**config.mk**
```make
export PLATFORM = sky130hd
export DESIGN_NAME = spike_crossing_detector
export DESIGN_NICKNAME = d
export VERILOG_FILES = /design/src/design/scd_pkg.sv /design/src/design/scd_datapath.sv /design/src/design/scd_ctrl.sv /design/src/design/spike_crossing_detector.sv
export SDC_FILE = /design/constraint.sdc
export NUM_CORES = 2
export LEC_CHECK = 0
export ABC_AREA = 1
export CORE_MARGIN = 5
export CORE_UTILIZATION = 32
export DETAILED_ROUTE_END_ITERATION = 7
export DONT_BUFFER_PORTS = 1
export GPL_TIMING_DRIVEN = 0
export HOLD_SLACK_MARGIN = 0.08
export SLEW_MARGIN = 20
export SYNTH_ARGS = -nofsm -noshare
export SYNTH_HDL_FRONTEND = slang
export SYNTH_SLANG_ARGS = --single-unit
export TNS_END_PERCENT = 100
```
**constraint.sdc**
```tcl
create_clock -name clk -period 16.7 [get_ports clk]
set_input_delay 0.835 -clock clk [delete_from_list [all_inputs] [get_ports clk]]
set_output_delay 0.835 -clock clk [all_outputs]
set_load 0.03 [all_outputs]
```
**src/design/scd_pkg.sv**
```systemverilog
// Shared constants, register indexes and controller/datapath interface types.
`default_nettype none

package scd_pkg;

    localparam int VOLT_W      = 32;
    localparam int TIME_W      = 48;
    localparam int INDEX_W     = 24;
    localparam int COUNT_W     = 17;
    localparam int CFG_INDEX_W = 2;
    localparam int CFG_DATA_W  = 48;

    // Low half of the time difference feeds the first partial product.
    localparam int DELTA_LO_W = 24;
    localparam int DELTA_HI_W = TIME_W - DELTA_LO_W;
    localparam int PROD_W     = VOLT_W + TIME_W;

    // One quotient bit per divider step.
    localparam int DIV_STEPS = TIME_W;
    localparam int DIV_CNT_W = $clog2(DIV_STEPS);

    localparam logic [CFG_INDEX_W-1:0] CFG_TIME_BEFORE = 2'd0;
    localparam logic [CFG_INDEX_W-1:0] CFG_TIME_NOW    = 2'd1;
    localparam logic [CFG_INDEX_W-1:0] CFG_INDEX_BASE  = 2'd2;

    typedef struct packed {
        logic accept;
        logic mul_lo;
        logic mul_hi;
        logic div_step;
        logic load_out;
    } scd_cmd_t;

    typedef struct packed {
        logic in_spike;
        logic in_last;
    } scd_status_t;

endpackage

`default_nettype wire

```
**src/design/scd_datapath.sv**
```systemverilog
// Datapath: configuration, step counters, multiplier, restoring divider, result register.
`default_nettype none

module scd_datapath
    import scd_pkg::*;
#(
    parameter int MAX_NEURONS_PER_STEP = 65536
)
(
    input  wire logic                      clk,
    input  wire logic                      rst_n,
    input  wire logic                      cfg_we,
    input  wire logic [CFG_INDEX_W-1:0]    cfg_index,
    input  wire logic [CFG_DATA_W-1:0]     cfg_data,
    input  wire logic signed [VOLT_W-1:0]  voltage_now,
    input  wire logic signed [VOLT_W-1:0]  voltage_before,
    input  wire logic                      end_of_step,
    input  wire scd_cmd_t                  cmd,
    output scd_status_t                    status,
    output logic                           is_spike,
    output logic [INDEX_W-1:0]             neuron_index,
    output logic [TIME_W-1:0]              spike_time,
    output logic [COUNT_W-1:0]             spike_count,
    output logic                           step_done
);

    localparam int POS_W   = (MAX_NEURONS_PER_STEP > 1) ? $clog2(MAX_NEURONS_PER_STEP) : 1;
    localparam int CAP_INT = (MAX_NEURONS_PER_STEP < 131071) ? MAX_NEURONS_PER_STEP : 131071;
    localparam logic [POS_W-1:0]   POS_MAX   = POS_W'(MAX_NEURONS_PER_STEP - 1);
    localparam logic [COUNT_W-1:0] COUNT_CAP = COUNT_W'(CAP_INT);

    // Configuration registers.
    logic [TIME_W-1:0]  time_before_reg, time_before_next;
    logic [TIME_W-1:0]  time_now_reg, time_now_next;
    logic [INDEX_W-1:0] index_base_reg, index_base_next;

    // Step counters.
    logic [POS_W-1:0]   position_reg, position_next;
    logic [COUNT_W-1:0] spikes_reg, spikes_next;

    // Per-request operands and result fields.
    logic [VOLT_W-1:0]  w_reg, w_next;
    logic [VOLT_W-1:0]  d_reg, d_next;
    logic [TIME_W-1:0]  delta_reg, delta_next;
    logic [TIME_W-1:0]  tlo_reg, tlo_next;
    logic               res_spike_reg, res_spike_next;
    logic               res_last_reg, res_last_next;
    logic [INDEX_W-1:0] res_index_reg, res_index_next;
    logic [COUNT_W-1:0] res_count_reg, res_count_next;

    // Product, then partial remainder (high part) and dividend/quotient shifter (low part).
    logic [VOLT_W-1:0]  rem_reg, rem_next;
    logic [TIME_W-1:0]  quo_reg, quo_next;

    // Output register.
    logic               out_spike_reg, out_spike_next;
    logic [INDEX_W-1:0] out_index_reg, out_index_next;
    logic [TIME_W-1:0]  out_time_reg, out_time_next;
    logic [COUNT_W-1:0] out_count_reg, out_count_next;
    logic               out_done_reg, out_done_next;

    logic                      in_spike;
    logic                      time_rising;
    logic [VOLT_W-1:0]         mag_now;
    logic [VOLT_W-1:0]         mag_before;
    logic [INDEX_W:0]          index_sum;
    logic [COUNT_W-1:0]        count_inc;
    logic [DELTA_LO_W-1:0]     mul_operand;
    logic [VOLT_W+DELTA_LO_W-1:0] partial;
    logic [PROD_W-1:0]         prod_sum;
    logic [VOLT_W:0]           shifted;
    logic [VOLT_W+1:0]         trial;
    logic                      trial_fits;

    assign in_spike    = voltage_before[VOLT_W-1] & ~voltage_now[VOLT_W-1];
    assign status      = '{in_spike: in_spike, in_last: end_of_step};
    assign time_rising = (time_now_reg >= time_before_reg);
    assign mag_now     = voltage_now;
    assign mag_before  = ~voltage_before + VOLT_W'(1);
    assign index_sum   = {1'b0, index_base_reg} + (INDEX_W+1)'(position_reg);
    assign count_inc   = spikes_reg
                         + COUNT_W'(in_spike && (spikes_reg < COUNT_CAP));

    // One shared 32x24 multiplier; the high half is added in on the mul_hi step, after the mul_lo step.
    assign mul_operand = cmd.mul_hi ? delta_reg[TIME_W-1:DELTA_LO_W]
                                    : delta_reg[DELTA_LO_W-1:0];
    assign partial     = w_reg * mul_operand;
    assign prod_sum    = {rem_reg, quo_reg} + {partial, {DELTA_LO_W{1'b0}}};

    // Restoring division step.
    assign shifted    = {rem_reg, quo_reg[TIME_W-1]};
    assign trial      = {1'b0, shifted} - {2'b00, d_reg};
    assign trial_fits = ~trial[VOLT_W+1];

    always_comb
    begin
        time_before_next = time_before_reg;
        time_now_next    = time_now_reg;
        index_base_next  = index_base_reg;
        if (cfg_we)
        begin
            unique case (cfg_index)
                CFG_TIME_BEFORE: time_before_next = cfg_data[TIME_W-1:0];
                CFG_TIME_NOW:    time_now_next    = cfg_data[TIME_W-1:0];
                CFG_INDEX_BASE:  index_base_next  = cfg_data[INDEX_W-1:0];
                default:         ;
            endcase
        end
    end

    always_comb
    begin
        position_next  = position_reg;
        spikes_next    = spikes_reg;
        w_next         = w_reg;
        d_next         = d_reg;
        delta_next     = delta_reg;
        tlo_next       = tlo_reg;
        res_spike_next = res_spike_reg;
        res_last_next  = res_last_reg;
        res_index_next = res_index_reg;
        res_count_next = res_count_reg;
        if (cmd.accept)
        begin
            res_spike_next = in_spike;
            res_last_next  = end_of_step;
            res_count_next = count_inc;
            if (!in_spike)
                res_index_next = '0;
            else if (index_sum[INDEX_W])
                res_index_next = '1;
            else
                res_index_next = index_sum[INDEX_W-1:0];
            d_next = mag_now + mag_before;
            if (time_rising)
            begin
                w_next     = mag_before;
                delta_next = time_now_reg - time_before_reg;
                tlo_next   = time_before_reg;
            end
            else
            begin
                w_next     = mag_now;
                delta_next = time_before_reg - time_now_reg;
                tlo_next   = time_now_reg;
            end
            if (end_of_step)
            begin
                position_next = '0;
                spikes_next   = '0;
            end
            else
            begin
                spikes_next = count_inc;
                if (position_reg < POS_MAX)
                    position_next = position_reg + POS_W'(1);
            end
        end
    end

    always_comb
    begin
        rem_next = rem_reg;
        quo_next = quo_reg;
        if (cmd.mul_lo)
            {rem_next, quo_next} = PROD_W'(partial);
        else if (cmd.mul_hi)
            {rem_next, quo_next} = prod_sum;
        else if (cmd.div_step)
        begin
            rem_next = trial_fits ? trial[VOLT_W-1:0] : shifted[VOLT_W-1:0];
            quo_next = {quo_reg[TIME_W-2:0], trial_fits};
        end
    end

    always_comb
    begin
        out_spike_next = out_spike_reg;
        out_index_next = out_index_reg;
        out_time_next  = out_time_reg;
        out_count_next = out_count_reg;
        out_done_next  = out_done_reg;
        if (cmd.load_out)
        begin
            out_spike_next = res_spike_reg;
            out_index_next = res_index_reg;
            out_time_next  = res_spike_reg ? (tlo_reg + quo_reg) : '0;
            out_count_next = res_count_reg;
            out_done_next  = res_last_reg;
        end
    end

    always_ff @(posedge clk or negedge rst_n)
    begin
        if (!rst_n)
        begin
            time_before_reg <= '0;
            time_now_reg    <= '0;
            index_base_reg  <= '0;
            position_reg    <= '0;
            spikes_reg      <= '0;
        end
        else
        begin
            time_before_reg <= time_before_next;
            time_now_reg    <= time_now_next;
            index_base_reg  <= index_base_next;
            position_reg    <= position_next;
            spikes_reg      <= spikes_next;
        end
    end

    always_ff @(posedge clk)
    begin
        w_reg         <= w_next;
        d_reg         <= d_next;
        delta_reg     <= delta_next;
        tlo_reg       <= tlo_next;
        res_spike_reg <= res_spike_next;
        res_last_reg  <= res_last_next;
        res_index_reg <= res_index_next;
        res_count_reg <= res_count_next;
        rem_reg       <= rem_next;
        quo_reg       <= quo_next;
        out_spike_reg <= out_spike_next;
        out_index_reg <= out_index_next;
        out_time_reg  <= out_time_next;
        out_count_reg <= out_count_next;
        out_done_reg  <= out_done_next;
    end

    assign is_spike     = out_spike_reg;
    assign neuron_index = out_index_reg;
    assign spike_time   = out_time_reg;
    assign spike_count  = out_count_reg;
    assign step_done    = out_done_reg;

endmodule

`default_nettype wire

```
**src/design/scd_ctrl.sv**
```systemverilog
// Controller: request sequencing, divider step count and output valid flag.
`default_nettype none

module scd_ctrl
    import scd_pkg::*;
(
    input  wire logic        clk,
    input  wire logic        rst_n,
    input  wire logic        in_valid,
    output logic             in_ready,
    output logic             out_valid,
    input  wire logic        out_ready,
    input  wire scd_status_t status,
    output scd_cmd_t         cmd
);

    localparam logic [2:0] ST_IDLE   = 3'd0;
    localparam logic [2:0] ST_MUL_LO = 3'd1;
    localparam logic [2:0] ST_MUL_HI = 3'd2;
    localparam logic [2:0] ST_DIV    = 3'd3;
    localparam logic [2:0] ST_FINISH = 3'd4;

    localparam logic [DIV_CNT_W-1:0] DIV_LAST = DIV_CNT_W'(DIV_STEPS - 1);

    logic [2:0]           state_reg, state_next;
    logic [DIV_CNT_W-1:0] div_cnt_reg, div_cnt_next;
    logic                 out_valid_reg, out_valid_next;
    logic                 accept;
    logic                 slot_free;

    assign in_ready  = (state_reg == ST_IDLE);
    assign accept    = in_valid && in_ready;
    assign slot_free = !out_valid_reg || out_ready;
    assign out_valid = out_valid_reg;

    always_comb
    begin
        state_next   = state_reg;
        div_cnt_next = div_cnt_reg;
        cmd          = '0;
        cmd.accept   = accept;
        unique case (state_reg)
            ST_IDLE:
            begin
                if (accept)
                begin
                    if (status.in_spike)
                        state_next = ST_MUL_LO;
                    else if (status.in_last)
                        state_next = ST_FINISH;
                end
            end
            ST_MUL_LO:
            begin
                cmd.mul_lo = 1'b1;
                state_next = ST_MUL_HI;
            end
            ST_MUL_HI:
            begin
                cmd.mul_hi   = 1'b1;
                div_cnt_next = '0;
                state_next   = ST_DIV;
            end
            ST_DIV:
            begin
                cmd.div_step = 1'b1;
                div_cnt_next = div_cnt_reg + DIV_CNT_W'(1);
                if (div_cnt_reg == DIV_LAST)
                    state_next = ST_FINISH;
            end
            ST_FINISH:
            begin
                if (slot_free)
                begin
                    cmd.load_out = 1'b1;
                    state_next   = ST_IDLE;
                end
            end
            default:
            begin
                state_next = ST_IDLE;
            end
        endcase
    end

    always_comb
    begin
        out_valid_next = out_valid_reg;
        if (cmd.load_out)
            out_valid_next = 1'b1;
        else if (out_ready)
            out_valid_next = 1'b0;
    end

    always_ff @(posedge clk or negedge rst_n)
    begin
        if (!rst_n)
        begin
            state_reg     <= ST_IDLE;
            div_cnt_reg   <= '0;
            out_valid_reg <= 1'b0;
        end
        else
        begin
            state_reg     <= state_next;
            div_cnt_reg   <= div_cnt_next;
            out_valid_reg <= out_valid_next;
        end
    end

    // A result is never written over one that has not been taken.
    a_no_overwrite: assert property (@(posedge clk) disable iff (!rst_n)
        cmd.load_out |-> (!out_valid_reg || out_ready))
        else $error("result register overwritten while still held");

    // A spiking request always starts the multiplier.
    a_spike_to_mul: assert property (@(posedge clk) disable iff (!rst_n)
        (accept && status.in_spike) |=> (state_reg == ST_MUL_LO))
        else $error("spike request did not start the multiplier");

    // The divider always starts from step zero.
    a_div_start: assert property (@(posedge clk) disable iff (!rst_n)
        (state_reg == ST_MUL_HI) |=> (state_reg == ST_DIV && div_cnt_reg == '0))
        else $error("divider started with a stale step count");

    // Work on a request blocks new input until its result is loaded; checked here in ST_DIV.
    a_busy_blocks: assert property (@(posedge clk) disable iff (!rst_n)
        (state_reg == ST_DIV) |-> !in_ready)
        else $error("input taken while the divider is busy");

endmodule

`default_nettype wire

```
**src/design/spike_crossing_detector.sv**
```systemverilog
// Top level of the spike crossing detector: controller and datapath.
//
// Usage: requests on the input channel carry one neuron's voltage now and at
// the previous step, in neuron order, with end_of_step set on the last neuron.
// A request is taken when in_valid and in_ready are both high. A neuron whose
// voltage crosses zero upward produces one result with its global index,
// the linearly interpolated crossing time and the running spike count; the
// last neuron of a step always produces a result with step_done set and the
// step total, after which the counters clear.
// Sequencing: a request with neither a spike nor end_of_step leaves the
// controller idle and ready for input; an end of step without a spike goes to
// ST_FINISH. A spike is taken in ST_IDLE, then passes through ST_MUL_LO and
// ST_MUL_HI (low and high halves of the 32x24 multiplier), ST_DIV (the
// one-bit-per-cycle restoring divider) and ST_FINISH, which loads the result
// register once it is free. This register sits between the two sides, so a new
// request is taken while a finished result waits for out_ready; a stalled
// receiver blocks input only once a second result is ready to be loaded.
// Reset clears the configuration registers, the step counters and the
// output valid flag. Configuration writes are registered; the user must make
// them only while the block is idle, which the block itself does not enforce.
`default_nettype none

module spike_crossing_detector
    import scd_pkg::*;
#(
    parameter int MAX_NEURONS_PER_STEP = 65536
)
(
    input  wire logic                      clk,
    input  wire logic                      rst_n,
    input  wire logic                      cfg_we,
    input  wire logic [CFG_INDEX_W-1:0]    cfg_index,
    input  wire logic [CFG_DATA_W-1:0]     cfg_data,
    input  wire logic                      in_valid,
    output logic                           in_ready,
    input  wire logic signed [VOLT_W-1:0]  voltage_now,
    input  wire logic signed [VOLT_W-1:0]  voltage_before,
    input  wire logic                      end_of_step,
    output logic                           out_valid,
    input  wire logic                      out_ready,
    output logic                           is_spike,
    output logic [INDEX_W-1:0]             neuron_index,
    output logic [TIME_W-1:0]              spike_time,
    output logic [COUNT_W-1:0]             spike_count,
    output logic                           step_done
);

    scd_cmd_t    cmd;
    scd_status_t status;

    // Sequencing of each request through multiply, divide and output load.
    scd_ctrl u_ctrl (
        .clk       (clk),
        .rst_n     (rst_n),
        .in_valid  (in_valid),
        .in_ready  (in_ready),
        .out_valid (out_valid),
        .out_ready (out_ready),
        .status    (status),
        .cmd       (cmd)
    );

    // Crossing detection, counters and the interpolation arithmetic.
    scd_datapath #(
        .MAX_NEURONS_PER_STEP (MAX_NEURONS_PER_STEP)
    ) u_datapath (
        .clk            (clk),
        .rst_n          (rst_n),
        .cfg_we         (cfg_we),
        .cfg_index      (cfg_index),
        .cfg_data       (cfg_data),
        .voltage_now    (voltage_now),
        .voltage_before (voltage_before),
        .end_of_step    (end_of_step),
        .cmd            (cmd),
        .status         (status),
        .is_spike       (is_spike),
        .neuron_index   (neuron_index),
        .spike_time     (spike_time),
        .spike_count    (spike_count),
        .step_done      (step_done)
    );

endmodule

`default_nettype wire
```
# Yosys cells after proc, flatten, opt, wreduce, memory -nomap -nowiden
# Index checks and enable logic that the tools add are counted.
[word_totals]
out_inout_bits = 93
inputBits = 120
word_cells = 99
reg_bits = 537
[classes]
order_cmp = 3
n_addsub = 11
n_mux = 29
multipliers = 1
eq_ne = 11
bitwise = 4
reduce_logical = 16
[op_table]
columns = ["operator", "count"]
rows = [
  ["$mux 48", 5],
  ["$mux 32", 4],
  ["$sub 48x48->48", 2],
  ["$add 80x80->80", 1],
  ["$mul 32x24->56", 1],
  ["$add 48x48->48", 1],
  ["$ge 48x48->1", 1],
  ["$mux 24", 2],
  ["$sub 33x32->34", 1],
  ["$add 32x2->32 const B", 1],
  ["$add 32x32->32", 1],
  ["$mux 16", 2],
  ["$not 32->32", 1],
  ["$add 24x16->25", 1],
  ["$add 17x1->17", 1],
  ["$lt 17x17->1 const B", 1],
  ["$mux 17", 1],
  ["$add 16x1->16 const B", 1],
  ["$lt 16x16->1 const B", 1],
  ["$mux 3", 5],
  ["$pmux 3 s5", 1],
  ["$pmux 6 s2", 1],
  ["$mux 8", 1],
  ["$reduce_and 2->1", 4],
  ["21 further kinds", 34],
]

# Logic depth before layout (Yosys ltp)
[logic_depth]
depth_word = 7
ltp_mapped = 54

# Cells and area by module
# Synthesis repeated with hierarchy kept, for this count alone.
[hier_totals]
hier_cells = 8365
area_unflattened_um2 = 64391.8
[by_module_without_submodules]
columns = ["mod", "cells_each", "area_per_inst_um2", "instances"]
rows = [
  ["scd_datapath", 8287, 63791.2, 1],
  ["scd_ctrl", 78, 600.6, 1],
]

# Worst setup path before layout
# No wires, ideal clock.
[synth_timing]
path_kind = "reg2reg"
startpoint = "reg u_ctrl.state_reg[2]"
endpoint = "reg u_datapath.rem_reg[16]"
t_required_ns = 16.591
setup_ns = 0.109
path_buffers = 3
stages_incl_launch_ff = 47
period_less_slack_ns = 8.829
setup_slack_ns = 7.871
t_arrival_ns = 8.720
path_cell_list = "dfrtp_1 > nor2_2 > inv_2 > nor2_1 > clkbuf_1 > buf_2 > mux2i_1 > clkbuf_1 > nor2_1 > fa_1 > fa_1 > inv_1 > fa_1 > inv_1 > fa_1 > inv_1 > fa_1 > inv_1 > [... 11 more ...] > a21oi_1 > inv_1 > or2_2 > and2_1 > ha_1 > nand2_1 > nor2_1 > inv_1 > nor2_1 > inv_1 > nor3_1 > nand4_1 > nand3_1 > nand2_1 > nand3_1 > nand3_1 > nand2_1 > inv_1"
[synth_between]
elab_chain_cells = 6
word_cells_on_any_way = 11
cone_classes = "add/sub (1); mul (1); eq/ne (3); mux (5); reduce/logical (1)"
[synth_lines]
columns = ["item", "line_no", "rtl"]
rows = [
  ["start: declaration", "scd_ctrl.sv:25", "logic [2:0] state_reg, state_next;"],
  ["start signal: assignment", "scd_ctrl.sv:105", "state_reg <= state_next;"],
  ["$eq 3x2->1", "scd_ctrl.sv:42", "unique case (state_reg)"],
  ["$mux 1", "scd_ctrl.sv:42", ""],
  ["$mux 24", "scd_datapath.sv:85", "assign mul_operand = cmd.mul_hi ? delta_reg[TIME_W-1:DELTA_LO_W]"],
  ["$mul 32x24->56", "scd_datapath.sv:87", "assign partial = w_reg * mul_operand;"],
  ["$add 80x80->80", "scd_datapath.sv:88", "assign prod_sum = {rem_reg, quo_reg} + {partial, {DELTA_LO_W{1'b0}}};"],
  ["$mux 32", "scd_datapath.sv:167", "else if (cmd.mul_hi)"],
  ["end signal: assignment", "scd_datapath.sv:223", "rem_reg <= rem_next;"],
  ["end: declaration", "scd_datapath.sv:52", "logic [VOLT_W-1:0] rem_reg, rem_next;"],
]
# Several ways; a longest one is shown, not always the timed one.
# A chain may end at the register's enable or synchronous reset.

# Worst setup path in the final report
[layout_timing]
startpoint = "reg u_ctrl.state_reg[2]"
endpoint = "reg u_datapath.rem_reg[28]"
# Same word-level chain as after synthesis.

==> impl_metrics.tcl <==
set metrics [dict create \
    outcome "finished, final reports clean" \
    grt_antenna_before_repair 15 \
    initial_core_util 0.322 \
    worst-path-max-fanout 10 \
    cts.sinks 537 \
    maxCapViolCount 0 \
    fin_nets 9786 \
    drc_errors 0 \
    grt_overflow 0 \
    synth-warning-count 0 \
    tns_ns 0 \
    htree_num_levels 2 \
    chipHeight_um 459 \
    postPlaceCellArea_mm2 0.0682 \
    ys_seq_area_frac 0.233 \
    cts.root.buffer_cell "clkbuf_16" \
    cts_resized 0 \
    vias 58500 \
    vias_per_cell 5.20 \
    netlist.area_leader.share 0.206 \
    cpLargestDelayFamily "adder cells" \
    slowest_stage "clkbuf_1" \
    period_share 0.781 \
    p_per_area_mw_per_mm2 64.4 \
    fin_skew_ns 0.0974 \
    netlist_area_mm2 0.0645 \
    cp_data_arrival_time_ns 13.63 \
    finalInstanceArea_mm2 0.0703 \
    drive_gt1_frac 0.0376 \
    globalRouteTotalUtil 0.264 \
    worst_pin_slew_ns 1.22 \
    peakVddDrop_mv 0.100 \
    critPathCaptureType "register" \
    setup-violations-final 0 \
    placed_cells_incl_taps 11100 \
    cts_tree "built" \
    ios 213 \
    ant_nets 0 \
    synth-seq-cells 537 \
    synthFlopType "edfxtp_1" \
    path_buf_inv 10 \
    period_minus_slack_ns 13.04 \
    hold_viol 0 \
    die_x_um 459 \
    drt_pass1_iterations 6 \
    io_buffers 0 \
    clock_latency_ns 0.73 \
    synthToLayoutAreaGrowth_pct 8.96 \
    max_stage_delay_ns 0.92 \
    grt_max_degree 164 \
    start_kind "register" \
    rows 164 \
    synth_edf_count 350 \
    drtIter0Drc 5296 \
    core_mm2 0.200 \
    ctsLongestPathBuffers 3 \
    synth_area_per_cell_um2 7.63 \
    rsz0062_at_grt "false" \
    synthTopCellsByArea "fa_1 (21%), edfxtp_1 (16%), nand2_1 (11%)" \
    syn_inst 8457 \
    async_flop_share 0.304 \
    pre_cts_ws_ns 3.76 \
    fmax_ghz 0.0767 \
    rr_worst_depth 39 \
    fp.dieArea_mm2 0.211 \
    wl_per_cell_um 25.3 \
    hpwl_mm 246 \
    crit_type "register to register" \
    synth_area_leader_cell "fa_1" \
    worst-path-stages 39 \
    cts_inserted_buffers 56 \
    min_path_type "input pin to async pin" \
    slew_headroom 0.175 \
    place_congestion 1.00 \
    total_leakage_power_nw 33.2 \
    timing.final.ws_setup_ns 3.66 \
    grt_pass1_wl_mm 405 \
    worst_hold_slack_ns 0.110 \
    layout.cells.non_filler 11300 \
    wl_mm 285 \
    synth_cell_type_count 59 \
    syn_nets 9710 \
    drv_slew 0 \
    worst_ep_required_time_ns 17.29 \
    clk_pin_slew_worst_paths_ns 0.07 \
    grt_pass1_vias 58100 \
]
where the power goes:
group          internal [mW]  total, mW  leakage, nW  switching, mW
combinational          0.415       1.56         26.8           1.15
clock                  0.778       1.39        0.959          0.614
sequential              1.52       1.57         5.40         0.0565
cell usage after synthesis (all sizes together) (22+ instances only):
cell,number
nand3,314
edfxtp,350
a21oi,588
xnor2,54
nand4,73
a31oi,37
nor4,22
a21o,41
xor2,173
or2,38
nor2,922
dfxtp,24
o21a,26
a22o,22
inv,1559
o21ai,615
dfrtp,163
clkbuf,142
ha,468
fa,665
buf,99
o21bai,41
nor3,64
nand2,1838
timing repair:
item,in CTS,in global routing
hold endpoints to repair,163,0
setup buffers,0,0
hold buffers,1,0
kinds of logic after synthesis:
| family | Yosys count | share of synthesized area |
|---|---|---|
| compound gates | 1441 | 0.122 |
| simple gates | 3307 | 0.208 |
| xor+xnor | 227 | 0.0309 |
| mux | 3 | 0.000465 |
| flops | 537 | 0.233 |
| buf+inv | 1809 | 0.108 |
| fa+ha+maj | 1133 | 0.297 |
worst register-to-register path: cells and delay by family (launching register included):
kind | cells | cell delay, ns
adders and majority gates | 9 | 4.33
and+or+nand+nor | 12 | 2.90
AOI/OAI and AO/OA | 7 | 2.59
buffers and inverters | 10 | 1.97
xor gates and xnor gates | 1 | 0.64
DFF | 1 | 0.46
cells in the final DEF, fill, tap and decap left out, types with 141 or more instances in the layout:
master    netlist  final
a21oi_1       588    588
clkbuf_1      137    141
dfrtp_1       163    163
edfxtp_1      350    350
fa_1          665    665
ha_1          468    468
inv_1        1536   1536
nand2_1      1827   1827
nand3_1       312    312
nor2_1        906    904
o21ai_0       582    578
xor2_1        172    172
per-layer routing:
metal,wire length [µm],vias to the layer above,track usage
met5,49,-,0
met4,19800,8,0.147
met3,18700,504,0.0403
met2,132000,2286,0.436
met1,114000,28800,0.331
li1,-,26900,-
stage by stage:
stage	total power, mW	util
2_1_floorplan	2.47	-
3_3_place_gp	3.12	0.339
3_5_place_dp	3.12	0.341
4_1_cts	4.54	0.351
5_1_grt	4.73	0.351
6_report	4.53	0.351
final timing paths:
kind	from	to	slack, ns
min in group clk	out_ready	u_ctrl.out_valid$_DFFE_PN0P_	0.20
worst max register to register	u_ctrl.state_reg[2]$_DFFE_PN0P_	u_datapath.rem_reg[28]$_SDFFE_PP0P_	3.66
worst min register to register	u_datapath.res_count_reg[6]$_DFFE_PP_	u_datapath.spike_count[6]$_DFFE_PP_	0.42
worst min-delay path	rst_n	u_datapath.spikes_reg[2]$_DFFE_PN0P_	0.11
worst max-delay path	u_ctrl.state_reg[2]$_DFFE_PN0P_	u_datapath.rem_reg[28]$_SDFFE_PP0P_	3.66
max in group asynchronous	rst_n	u_datapath.time_before_reg[5]$_DFFE_PN0P_	15.79
cell type report:
cell class | instances | area, µm²
Antenna cell | 15 | 37.5
Buffer | 241 | 1070
Clock buffer | 63 | 1450
Clock inverter | 43 | 578
Fill cell | 21600 | 130000
Inverter | 1568 | 5890
Multi-Input combinational cell | 6111 | 42600
Sequential cell | 537 | 15100
Tap cell | 2656 | 3320
Timing Repair Buffer | 18 | 332
Power figures use the tool's default switching activity.
